**src/design/nsfbm_pkg.sv**
```systemverilog
// ----------------------------------------------------------------------------
// nsfbm_pkg
// Types, codes and address constants shared by the NSF bank mapper modules.
// ----------------------------------------------------------------------------
package nsfbm_pkg;

  localparam int NUM_BANKS        = 8;
  localparam int BANK_IDX_W       = $clog2(NUM_BANKS);
  localparam int DRIVER_ROM_BYTES = 64;

  // command codes
  localparam logic [1:0] CMD_READ  = 2'd0;
  localparam logic [1:0] CMD_WRITE = 2'd1;
  localparam logic [1:0] CMD_START = 2'd2;

  // result sources
  localparam logic [1:0] SRC_NONE   = 2'd0;
  localparam logic [1:0] SRC_DIRECT = 2'd1;
  localparam logic [1:0] SRC_DRIVER = 2'd2;
  localparam logic [1:0] SRC_IMAGE  = 2'd3;

  // config register indexes
  localparam logic [2:0] REG_BANK_SWITCHED = 3'd0;
  localparam logic [2:0] REG_ROM_PAGES     = 3'd1;
  localparam logic [2:0] REG_ROM_LENGTH    = 3'd2;
  localparam logic [2:0] REG_LOAD_ADDRESS  = 3'd3;
  localparam logic [2:0] REG_INITIAL_BANKS = 3'd4;
  localparam logic [2:0] REG_INIT_ADDRESS  = 3'd5;
  localparam logic [2:0] REG_PLAY_ADDRESS  = 3'd6;

  // CPU addresses
  localparam logic [15:0] DRV_BASE     = 16'h3800;
  localparam logic [15:0] DRV_RESET    = 16'h3820;
  localparam logic [15:0] ADDR_STATUS  = 16'h3FF0;
  localparam logic [15:0] ADDR_ZERO1   = 16'h3FF1;
  localparam logic [15:0] ADDR_ZERO2   = 16'h3FF2;
  localparam logic [15:0] ADDR_PATCH_OFF = 16'h3FF3;
  localparam logic [15:0] ADDR_PATCH_ON  = 16'h3FF4;
  localparam logic [15:0] ADDR_BANK_LO = 16'h5FF8;
  localparam logic [15:0] ADDR_BANK_HI = 16'h5FFF;
  localparam logic [15:0] ADDR_NMI_LO  = 16'hFFFA;
  localparam logic [15:0] ADDR_NMI_HI  = 16'hFFFB;
  localparam logic [15:0] ADDR_RST_LO  = 16'hFFFC;
  localparam logic [15:0] ADDR_RST_HI  = 16'hFFFD;
  localparam logic [11:0] PAGE_MASK    = 12'hFFF;

  // patched driver ROM byte offsets
  localparam logic [15:0] OFF_INIT_LO = 16'h0012;
  localparam logic [15:0] OFF_INIT_HI = 16'h0013;
  localparam logic [15:0] OFF_PLAY_LO = 16'h0019;
  localparam logic [15:0] OFF_PLAY_HI = 16'h001A;

  localparam logic [15:0] LOAD_ADDRESS_RST = 16'h8000;

  typedef logic [NUM_BANKS-1:0][7:0] bank_arr_t;

  typedef struct packed {
    logic [1:0]  cmd;
    logic [15:0] address;
    logic [7:0]  write_data;
  } item_t;

  typedef struct packed {
    logic        claimed;
    logic [1:0]  source;
    logic [7:0]  read_data;
    logic [23:0] mem_offset;
  } result_t;

  typedef struct packed {
    logic        bank_switched;
    logic [12:0] rom_pages;
    logic [23:0] rom_length;
    logic [15:0] load_address;
    logic [15:0] init_address;
    logic [15:0] play_address;
  } cfg_t;

  // bulk bank load from the config port
  typedef struct packed {
    logic      we;
    bank_arr_t banks;
  } bank_load_t;

  // state changes requested by one decoded item
  typedef struct packed {
    logic                  bank_we;
    logic [BANK_IDX_W-1:0] bank_idx;
    logic [7:0]            bank_val;
    logic                  set_pending;
    logic                  clr_pending;
    logic                  set_patch;
    logic                  clr_patch;
  } upd_t;

endpackage

```
**src/design/nsfbm_apb.sv**
```systemverilog
// ----------------------------------------------------------------------------
// nsfbm_apb
// APB configuration registers; readback of the live bank registers.
// ----------------------------------------------------------------------------
module nsfbm_apb (
  input  logic              clk,
  input  logic              rst,
  input  logic              psel,
  input  logic              penable,
  input  logic              pwrite,
  input  logic [5:0]        paddr,
  input  logic [63:0]       pwdata,
  output logic [63:0]       prdata,
  output logic              pready,
  input  nsfbm_pkg::bank_arr_t  banks,
  output nsfbm_pkg::cfg_t       cfg,
  output nsfbm_pkg::bank_load_t bank_load
);
  import nsfbm_pkg::*;

  logic       wr;
  logic [2:0] idx;

  assign pready = 1'b1;
  assign wr     = psel && penable && pwrite;
  assign idx    = paddr[5:3];

  always_ff @(posedge clk) begin
    if (rst) begin
      cfg.bank_switched <= 1'b0;
      cfg.rom_pages     <= '0;
      cfg.rom_length    <= '0;
      cfg.load_address  <= LOAD_ADDRESS_RST;
      cfg.init_address  <= '0;
      cfg.play_address  <= '0;
    end else if (wr) begin
      unique case (idx)
        REG_BANK_SWITCHED: cfg.bank_switched <= pwdata[0];
        REG_ROM_PAGES:     cfg.rom_pages     <= pwdata[12:0];
        REG_ROM_LENGTH:    cfg.rom_length    <= pwdata[23:0];
        REG_LOAD_ADDRESS:  cfg.load_address  <= pwdata[15:0];
        REG_INIT_ADDRESS:  cfg.init_address  <= pwdata[15:0];
        REG_PLAY_ADDRESS:  cfg.play_address  <= pwdata[15:0];
        default: ;
      endcase
    end
  end

  assign bank_load.we    = wr && (idx == REG_INITIAL_BANKS);
  assign bank_load.banks = pwdata;

  always_comb begin
    prdata = '0;
    unique case (idx)
      REG_BANK_SWITCHED: prdata = {63'b0, cfg.bank_switched};
      REG_ROM_PAGES:     prdata = {51'b0, cfg.rom_pages};
      REG_ROM_LENGTH:    prdata = {40'b0, cfg.rom_length};
      REG_LOAD_ADDRESS:  prdata = {48'b0, cfg.load_address};
      REG_INITIAL_BANKS: prdata = banks;
      REG_INIT_ADDRESS:  prdata = {48'b0, cfg.init_address};
      REG_PLAY_ADDRESS:  prdata = {48'b0, cfg.play_address};
      default:           prdata = '0;
    endcase
  end

endmodule

```
**src/design/nsfbm_state.sv**
```systemverilog
// ----------------------------------------------------------------------------
// nsfbm_state
// Bank registers and player flags, with bank clamping against rom_pages.
// ----------------------------------------------------------------------------
module nsfbm_state (
  input  logic                  clk,
  input  logic                  rst,
  input  logic [12:0]           rom_pages,
  input  nsfbm_pkg::bank_load_t bank_load,
  input  nsfbm_pkg::upd_t       upd,
  output nsfbm_pkg::bank_arr_t  banks,
  output logic                  init_pending,
  output logic                  vec_patch
);
  import nsfbm_pkg::*;

  // out-of-range bank numbers map to page 0
  function automatic logic [7:0] clamp(input logic [7:0] v, input logic [12:0] pages);
    return ({5'b0, v} >= pages) ? 8'd0 : v;
  endfunction

  always_ff @(posedge clk) begin
    if (rst) begin
      banks         <= '0;
      init_pending  <= 1'b1;
      vec_patch     <= 1'b1;
    end else begin
      if (bank_load.we) begin
        for (int i = 0; i < NUM_BANKS; i++) begin
          banks[i] <= clamp(bank_load.banks[i], rom_pages);
        end
      end else if (upd.bank_we) begin
        banks[upd.bank_idx] <= clamp(upd.bank_val, rom_pages);
      end
      if (upd.set_pending)      init_pending <= 1'b1;
      else if (upd.clr_pending) init_pending <= 1'b0;
      if (upd.set_patch)        vec_patch <= 1'b1;
      else if (upd.clr_patch)   vec_patch <= 1'b0;
    end
  end

endmodule

```
**src/design/nsfbm_decode.sv**
```systemverilog
// ----------------------------------------------------------------------------
// nsfbm_decode
// Address decode of one bus access into a result and state changes.
// ----------------------------------------------------------------------------
module nsfbm_decode #(
  parameter int DRIVER_ROM_BYTES = nsfbm_pkg::DRIVER_ROM_BYTES
) (
  input  nsfbm_pkg::item_t     item,
  input  nsfbm_pkg::cfg_t      cfg,
  input  nsfbm_pkg::bank_arr_t banks,
  input  logic                 init_pending,
  input  logic                 vec_patch,
  output nsfbm_pkg::result_t   res,
  output nsfbm_pkg::upd_t      upd
);
  import nsfbm_pkg::*;

  localparam logic [15:0] WIN_BYTES = 16'(DRIVER_ROM_BYTES);

  logic [15:0] a;
  logic [15:0] win_off;
  logic        in_win;
  logic [15:0] lin_off;
  logic        in_image;
  logic        is_vector;

  assign a         = item.address;
  assign win_off   = a - DRV_BASE;
  assign in_win    = (a >= DRV_BASE) && (win_off < WIN_BYTES);
  assign lin_off   = a - cfg.load_address;
  assign in_image  = (a >= cfg.load_address) && ({8'b0, lin_off} < cfg.rom_length);
  assign is_vector = (a >= ADDR_NMI_LO) && (a <= ADDR_RST_HI);

  always_comb begin
    res = '0;
    upd = '0;
    unique case (item.cmd)
      CMD_READ: begin
        priority if (in_win) begin
          res.claimed = 1'b1;
          res.source  = SRC_DIRECT;
          unique case (win_off)
            OFF_INIT_LO: res.read_data = cfg.init_address[7:0];
            OFF_INIT_HI: res.read_data = cfg.init_address[15:8];
            OFF_PLAY_LO: res.read_data = cfg.play_address[7:0];
            OFF_PLAY_HI: res.read_data = cfg.play_address[15:8];
            default: begin
              res.source     = SRC_DRIVER;
              res.mem_offset = {8'b0, win_off};
            end
          endcase
        end else if (a == ADDR_STATUS) begin
          res.claimed     = 1'b1;
          res.source      = SRC_DIRECT;
          res.read_data   = {7'b0, init_pending};
          upd.clr_pending = 1'b1;
        end else if (a == ADDR_ZERO1 || a == ADDR_ZERO2) begin
          res.claimed = 1'b1;
          res.source  = SRC_DIRECT;
        end else if (a == ADDR_PATCH_OFF) begin
          res.claimed   = 1'b1;
          res.source    = SRC_DIRECT;
          upd.clr_patch = 1'b1;
        end else if (a == ADDR_PATCH_ON) begin
          res.claimed   = 1'b1;
          res.source    = SRC_DIRECT;
          upd.set_patch = 1'b1;
        end else if (!a[15]) begin
          res = '0;
        end else if (vec_patch && is_vector) begin
          res.claimed = 1'b1;
          res.source  = SRC_DIRECT;
          unique case (a)
            ADDR_NMI_LO: res.read_data = DRV_BASE[7:0];
            ADDR_NMI_HI: res.read_data = DRV_BASE[15:8];
            ADDR_RST_LO: res.read_data = DRV_RESET[7:0];
            default:     res.read_data = DRV_RESET[15:8];
          endcase
        end else if (cfg.bank_switched) begin
          res.claimed    = 1'b1;
          res.source     = SRC_IMAGE;
          res.mem_offset = {4'b0, banks[a[12+BANK_IDX_W-1:12]], a[11:0] & PAGE_MASK};
        end else if (in_image) begin
          res.claimed    = 1'b1;
          res.source     = SRC_IMAGE;
          res.mem_offset = {8'b0, lin_off};
        end else begin
          res.claimed = 1'b1;
          res.source  = SRC_DIRECT;
        end
      end
      CMD_WRITE: begin
        if (a >= ADDR_BANK_LO && a <= ADDR_BANK_HI) begin
          res.claimed  = 1'b1;
          res.source   = SRC_NONE;
          upd.bank_we  = 1'b1;
          upd.bank_idx = a[BANK_IDX_W-1:0];
          upd.bank_val = item.write_data;
        end
      end
      CMD_START: upd.set_pending = 1'b1;
      default: ;
    endcase
  end

endmodule

```
**src/design/nsf_player_bank_mapper_core.sv**
```systemverilog
// ----------------------------------------------------------------------------
// nsf_player_bank_mapper_core
// NSF player bus mapper: driver ROM window, player registers, vector patch
// and 4K bank / linear image decode of 6502 bus accesses.
// ----------------------------------------------------------------------------
//  channel  | direction | payload
//  ---------+-----------+------------------------------------------------------
//  s_*      | in        | tuser: cmd; tdata: address, write_data
//  m_*      | out       | tuser: claimed, source; tdata: read_data, mem_offset
//  APB      | in/out    | config regs at 8*index, 64-bit data
//
//  One transfer per cycle sustained while m_tready holds; each item passes
//  through the input register and then the result register, from which
//  its result is offered.
//  Decode is a single pass of compares and a bank register lookup.
//  A stalled result holds the result register; the input register drains
//  into it as soon as it frees, and the input stalls only while both are full.
//  Reset: init pending and vector patching set, banks 0, load address 0x8000.
// ----------------------------------------------------------------------------
module nsf_player_bank_mapper_core #(
  parameter int DRIVER_ROM_BYTES = nsfbm_pkg::DRIVER_ROM_BYTES
) (
  input  logic        clk,
  input  logic        rst,
  // access stream
  input  logic        s_tvalid,
  output logic        s_tready,
  input  logic [1:0]  s_tuser,   // [1:0] cmd
  input  logic [23:0] s_tdata,   // [15:0] address, [23:16] write_data
  // result stream
  output logic        m_tvalid,
  input  logic        m_tready,
  output logic [2:0]  m_tuser,   // [0] claimed, [2:1] source
  output logic [31:0] m_tdata,   // [7:0] read_data, [31:8] mem_offset
  // config port
  input  logic        psel,
  input  logic        penable,
  input  logic        pwrite,
  input  logic [5:0]  paddr,
  input  logic [63:0] pwdata,
  output logic [63:0] prdata,
  output logic        pready
);
  import nsfbm_pkg::*;

  cfg_t       cfg;
  bank_load_t bank_load;
  bank_arr_t  banks;
  logic       init_pending;
  logic       vec_patch;

  // input register
  logic  in_valid;
  item_t in_item;

  // result register
  logic    out_valid;
  result_t out_res;

  result_t res;
  upd_t    upd;
  upd_t    upd_go;
  logic    advance;

  // item moves from input register to result register
  assign advance  = in_valid && (!out_valid || m_tready);
  assign s_tready = !in_valid || advance;

  always_ff @(posedge clk) begin
    if (rst) begin
      in_valid <= 1'b0;
    end else if (s_tready) begin
      in_valid <= s_tvalid;
    end
  end

  always_ff @(posedge clk) begin
    if (s_tvalid && s_tready) begin
      in_item.cmd        <= s_tuser;
      in_item.address    <= s_tdata[15:0];
      in_item.write_data <= s_tdata[23:16];
    end
  end

  always_ff @(posedge clk) begin
    if (rst) begin
      out_valid <= 1'b0;
    end else if (advance) begin
      out_valid <= 1'b1;
    end else if (m_tready) begin
      out_valid <= 1'b0;
    end
  end

  always_ff @(posedge clk) begin
    if (advance) begin
      out_res <= res;
    end
  end

  // state changes only commit when the item actually moves on
  assign upd_go = advance ? upd : '0;

  nsfbm_apb u_apb (
    .clk       (clk),
    .rst       (rst),
    .psel      (psel),
    .penable   (penable),
    .pwrite    (pwrite),
    .paddr     (paddr),
    .pwdata    (pwdata),
    .prdata    (prdata),
    .pready    (pready),
    .banks     (banks),
    .cfg       (cfg),
    .bank_load (bank_load)
  );

  nsfbm_state u_state (
    .clk           (clk),
    .rst           (rst),
    .rom_pages     (cfg.rom_pages),
    .bank_load     (bank_load),
    .upd           (upd_go),
    .banks         (banks),
    .init_pending  (init_pending),
    .vec_patch     (vec_patch)
  );

  nsfbm_decode #(
    .DRIVER_ROM_BYTES (DRIVER_ROM_BYTES)
  ) u_decode (
    .item          (in_item),
    .cfg           (cfg),
    .banks         (banks),
    .init_pending  (init_pending),
    .vec_patch     (vec_patch),
    .res           (res),
    .upd           (upd)
  );

  assign m_tvalid = out_valid;
  assign m_tuser  = {out_res.source, out_res.claimed};
  assign m_tdata  = {out_res.mem_offset, out_res.read_data};

`ifndef SYNTHESIS
  // an unclaimed result carries all-zero fields
  a_unclaimed_zero: assert property (@(posedge clk) disable iff (rst)
    (m_tvalid && !m_tuser[0]) |-> (m_tuser[2:1] == SRC_NONE && m_tdata == '0))
    else $error("unclaimed result with nonzero fields");

  // direct data never carries a memory offset
  a_direct_no_offset: assert property (@(posedge clk) disable iff (rst)
    (m_tvalid && m_tuser[2:1] == SRC_DIRECT) |-> (m_tdata[31:8] == '0))
    else $error("direct data result with offset");

  // a full input register behind a stalled result blocks new transfers
  a_backpressure: assert property (@(posedge clk) disable iff (rst)
    (in_valid && out_valid && !m_tready) |-> !s_tready)
    else $error("input accepted while pipeline is full");

  // reading the status register clears init pending
  a_status_clears: assert property (@(posedge clk) disable iff (rst)
    (advance && in_item.cmd == CMD_READ && in_item.address == ADDR_STATUS) |=>
    !init_pending)
    else $error("init pending not cleared by status read");
`endif

endmodule
```
**config.mk**
```make
export PLATFORM = sky130hd
export DESIGN_NAME = nsf_player_bank_mapper_core
export DESIGN_NICKNAME = d
export VERILOG_FILES = /design/src/design/nsfbm_pkg.sv /design/src/design/nsfbm_apb.sv /design/src/design/nsfbm_state.sv /design/src/design/nsfbm_decode.sv /design/src/design/nsf_player_bank_mapper_core.sv
export SDC_FILE = /design/constraint.sdc
export NUM_CORES = 1
export LEC_CHECK = 0
export ABC_AREA = 1
export BUFFER_PORTS_ARGS = -buffer_cell sky130_fd_sc_hd__buf_2
export CORE_MARGIN = 10
export CORE_UTILIZATION = 32
export DETAILED_ROUTE_END_ITERATION = 10
export PLACE_DENSITY = 0.54
export SLEW_MARGIN = 20
export SYNTH_ARGS = -nofsm -noshare
export SYNTH_HDL_FRONTEND = slang
export SYNTH_HIERARCHICAL = 1
export SYNTH_SLANG_ARGS = --single-unit
```
**constraint.sdc**
```tcl
create_clock -name clk -period 6.2 [get_ports clk]
set_clock_uncertainty 0.1 [all_clocks]
set_input_delay 1.24 -clock clk [delete_from_list [all_inputs] [get_ports clk]]
set_output_delay 1.24 -clock clk [all_outputs]
set_load 0.05 [all_outputs]
```
# --- Yosys cells after proc, flatten, opt, wreduce, memory -nomap -nowiden ---
# Index checks and enable logic that the tools add are counted.
classes:
  n_addsub: 2
  mul: 0
  div: 0
  order_cmp: 20
  eq_ne: 19
  shifts: 0
  mux: 54
  bitwise: 0
  n_reduce_logical: 29
ops:
  columns: ["cell", "count"]
  rows:
  - ["$pmux W64 S7", 1]
  - ["$mux W64", 2]
  - ["$ge A8 B13 Y1", 9]
  - ["$mux W32", 3]
  - ["$mux W8", 11]
  - ["$eq A16 B14 Y1 const B", 5]
  - ["$mux W24", 3]
  - ["$mux W35", 2]
  - ["$bwmux W64", 1]
  - ["$eq A16 B5 Y1 const B", 4]
  - ["$mux W16", 3]
  - ["$eq A16 B16 Y1 const B", 2]
  - ["$pmux W8 S4", 1]
  - ["$bmux W8 S3", 1]
  - ["$demux W8 S3", 1]
  - ["$lt A16 B24 Y1", 1]
  - ["$mux W12", 2]
  - ["$mux W3", 7]
  - ["$ge A16 B14 Y1 const B", 1]
  - ["$ge A16 B15 Y1 const B", 1]
  - ["$ge A16 B16 Y1", 1]
  - ["$ge A16 B16 Y1 const B", 1]
  - ["$le A16 B15 Y1 const B", 1]
  - ["$le A16 B16 Y1 const B", 1]
  - ["other kinds (25)", 59]
word_totals:
  ff_bits: 215
  latch_bits: 0
  ramBits: 0
  rom_bits: 0
  output_inout_bits: 102
  n_memories: 0

# --- Depth between registers and ports, before layout ---
logic_depth:
  word_depth: 15
  mapped_depth: 22
  mapped_depth_nobuf: 22

# --- Hierarchy ---
# The synthesis kept the hierarchy.
by_module_without_submodules:
  columns: ["module", "instances", "cells_per_inst", "area_each_um2"]
  rows:
  - ["nsfbm_state", 1, 952, 5825.6]
  - ["nsfbm_apb", 1, 891, 5450.2]
  - ["nsfbm_decode", 1, 657, 3266.9]
  - ["nsf_player_bank_mapper_core", 1, 107, 2058.2]

# --- Least setup slack after synthesis ---
# OpenSTA, ideal clock, no wires.
synth_timing:
  path_type: "in2out"
  startpoint: "input port paddr[3]"
  endpoint: "output port prdata[24]"
  arrival_ns: 2.453
  t_required_ns: 4.860
  setup_slack_ns: 2.407
  path_stages: 5
  n_path_buf: 2
  cell_sequence: "buf_6 nor2_4 nand2_1 buf_2 nor2_1"
synth_between:
  elab_chain_cells: 2
  elab_cells_between_ends: 8
  cone_classes: "eq/ne: 6; mux: 1; reduce/logical: 1"
synth_lines:
  columns: ["item", "line", "text"]
  rows:
  - ["start: declaration", "nsf_player_bank_mapper_core.sv:39", "input logic [5:0] paddr,"]
  - ["$eq A3 B3 Y1 (tied with other cells)", "nsfbm_apb.sv:54", "unique case (idx)"]
  - ["$pmux W64 S7 *", "nsfbm_apb.sv:54", null]
  - ["end: declaration", "nsf_player_bank_mapper_core.sv:41", "output logic [63:0] prdata,"]
# Mark *: on every way between the ends. The rest lies on a longest branch, timed or not.

# --- Worst setup path in the final report ---
layout_timing:
  startpoint: "input port paddr[4]"
  endpoint: "output port prdata[11]"
# The elaborated chain is that of the path after synthesis.

==> impl_metrics.env <==
export IMPL_critPathMaxFanout=26
export IMPL_leakage_uw=0.008808
export IMPL_r2r_cells=19
export IMPL_core_sq_um=51300
export IMPL_rsz0062_at_grt="false"
export IMPL_grt_use_total=0.1974
export IMPL_ys_top_cells_by_area="dfxtp_1 (19%), nand2_1 (17%), nor2_1 (12%), edfxtp_1 (11%), ha_1 (7.8%)"
export IMPL_tightest_slew_ns=0.9869
export IMPL_clk_pin_slew_ns=0.06
export IMPL_drt_first_pass_iters=5
export IMPL_netlist_area_sq_um=16600
export IMPL_drt_wl_total_mm=62.94
export IMPL_via_count=16710
export IMPL_finalSetupViolCount=0
export IMPL_cts_buffer_depth=3
export IMPL_io_pins=205
export IMPL_yosysTopAreaCellShare=0.1857
export IMPL_yosysTopAreaCell="dfxtp_1"
export IMPL_status="finished clean"
export IMPL_arrival_ns=3.43
export IMPL_post_route_drc_count=0
export IMPL_vdd_drop_max_mv=0.1920
export IMPL_cts_setup_buffers=0
export IMPL_cap_viol_max_count=0
export IMPL_fin_crit_ns=4.770
export IMPL_p_int_uw=2609
export IMPL_hp_class="reg -> reg"
export IMPL_slew_headroom=0.3397
export IMPL_cp_end_kind="output port"
export IMPL_final_cell_mix="nand2_1 (750), nor2_1 (531), inv_1 (332)"
export IMPL_tns_ns=0
export IMPL_yosysWarnings=6
export IMPL_fmax_ghz=0.2097
export IMPL_grt_antenna_before_repair=0
export IMPL_diodes=0
export IMPL_grt_pass1_vias=15610
export IMPL_via_per_inst=4.930
export IMPL_yosysSeqAreaShare=0.2961
export IMPL_layout_nets=2897
export IMPL_power_frac_clock=0.441
export IMPL_slew_viol_final=0
export IMPL_die_h_um=247.8
export IMPL_power_density_nw_per_um2=200.8
export IMPL_final_core_util=0.3577
export IMPL_synthArstFlopShare=0
export IMPL_portBuffers=200
export IMPL_power_frac_comb=0.151
export IMPL_postSynthAreaPerCell_sq_um=6.368
export IMPL_grt_max_degree=58
export IMPL_antenna_left=0
export IMPL_period_share=0.7693
export IMPL_ys_seq_elements=215
export IMPL_initial_core_util=0.3236
export IMPL_die_area_sq_um=61390
export IMPL_cts_root_buffer="clkbuf_16"
export IMPL_path_class="in -> out"
export IMPL_final_common_cell="nand2_1"
export IMPL_fillCellCount=5694
export IMPL_seq_power_share=0.408
export IMPL_cts_inserted_buffers=26
export IMPL_grt_pass1_wl_mm=93.47
export IMPL_post_drt_wl_per_cell_um=18.57
export IMPL_dp_hpwl_mm=48.13
export IMPL_cts_resized=0
export IMPL_synth_ff_type="dfxtp_1"
export IMPL_dieWidth_um=247.8
export IMPL_synthToLayoutAreaGrowth_pct=10.54
export IMPL_worstSetupStartpointType="input pin"
export IMPL_swShare=0.2921
export IMPL_cts_tree="yes"
export IMPL_finalHoldViolations=0
export IMPL_clock_sinks=215
export IMPL_num_rows=83
export IMPL_yosysUniqueCellTypes=50
export IMPL_cts_hold_buf=0
export IMPL_overflow=0
export IMPL_whs_ns=0.3548
export IMPL_cp_required_ns=4.86
export IMPL_drt_iter0_markers=1324
export IMPL_syn_inst=2607
export IMPL_gp_routability_congestion=0.8854
export IMPL_cts_max_level=1
export IMPL_clk_latency_ns=0.56
export IMPL_holdPathStages=2
export IMPL_synth_edff_count=61
export IMPL_layout_drive_gt1_share=0.1229
export IMPL_switching_power_uw=1077
-- cells in the mapped netlist, types with 3 or more instances --
cell and n:
a21oi_1 63, a221o_1 10, and2_1 3, buf_1 9, buf_2 35, buf_4 84, buf_6 17, clkbuf_1 16
dfxtp_1 154, edfxtp_1 61, ha_1 104, inv_1 333, inv_2 11, inv_4 5, nand2_1 750, nand2_2 3
nand2_4 11, nand3_1 158, nand3_2 3, nand3_4 10, nand3b_1 3, nand4_1 142, nor2_1 533, nor2_2 14
nor2_4 8, nor3_1 8, o21ai_0 22, xnor2_1 4, xor2_1 6
-- worst paths after layout --
path | slack [ns] | endpoint | from
worst max-delay path | 1.43 | prdata[11] | paddr[4]
worst min-delay path | 0.35 | u_state/init_pending$_SDFFE_PP1P_ | u_state/init_pending$_SDFFE_PP1P_
worst max register to register | 1.77 | u_state/banks[25]$_SDFFE_PP0P_ | in_item[22]$_DFFE_PP_
worst min register to register | 0.35 | u_state/init_pending$_SDFFE_PP1P_ | u_state/init_pending$_SDFFE_PP1P_
-- registers in the layout, indices dropped and copies added, names as in the netlist --
register and cells:
m_tvalid 1, u_apb/cfg 86, m_tdata 32, u_state/banks 64
in_valid 1, m_tuser 3, u_state/init_pending 1, u_state/vec_patch 1
in_item 26
-- routing by layer --
layer,part of all wire,GRT usage,wire length (um)
met5,0,0,0
met4,0.029,0.06096,1819
met3,0.068,0.02602,4277
met2,0.49,0.3482,30700
met1,0.42,0.2450,26140
-- through the flow --
stage | worst slack (ns) | area (sq um) | cells | total power (uW)
floorplan | 2.407 | 16610 | 2610 | 1957
global placement | 1.478 | 17450 | 3341 | 2076
detailed placement | 1.492 | 17450 | 3341 | 2086
CTS | 1.500 | 18350 | 3389 | 3716
global route | 1.333 | 18350 | 3389 | 3835
finish | 1.430 | 18350 | 3389 | 3686
-- kinds of logic (layout without fill, tap and decap cells) --
| kind of cell | Yosys count | count (layout) | share of synthesized area |
|---|---|---|---|
| and+or+nand+nor | 1653 | 1653 | 0.4316 |
| buffers and inverters | 514 | 613 | 0.1483 |
| DFF | 215 | 215 | 0.2961 |
| AOI/OAI and AO/OA | 106 | 106 | 0.03716 |
| adders and majority gates | 105 | 105 | 0.07959 |
| xor gates and xnor gates | 11 | 11 | 0.006256 |
| other | 2 | 5 | 0.0004524 |
| muxes | 1 | 1 | 0.0006030 |
-- power by group through the flow --
stage,clock network [uW],registers [uW],logic [uW]
3_5_place_dp,0,1530,551
4_1_cts,1660,1500,553
2_1_floorplan,0,1560,395
6_report,1630,1500,555
3_3_place_gp,0,1530,541
5_1_grt,1710,1510,617
-- critical path, stage by stage --
cell,delay (ns)
buf_2,0.31
inv_2,0.49
nand2_1,0.17
nor2_4,0.51
nand2_1,0.14
nand2_1,0.10
inv_1,0.04
nand2_1,0.12
buf_2,0.29
-- final cells by class --
| cell class | count | area (sq um) | share of cell area |
|---|---|---|---|
| clock inverters | 18 | 200.2 | 0.01091 |
| multi-input cells | 1881 | 9246 | 0.5039 |
| inverters | 350 | 1328 | 0.07234 |
| flip-flops and latches | 215 | 4915 | 0.2678 |
| well taps | 680 | 850.8 | 0.04637 |
| clock buffers | 30 | 696.9 | 0.03798 |
| repair buffers | 215 | 1114 | 0.06068 |
Note: power is estimated with default switching activity, not from simulation.
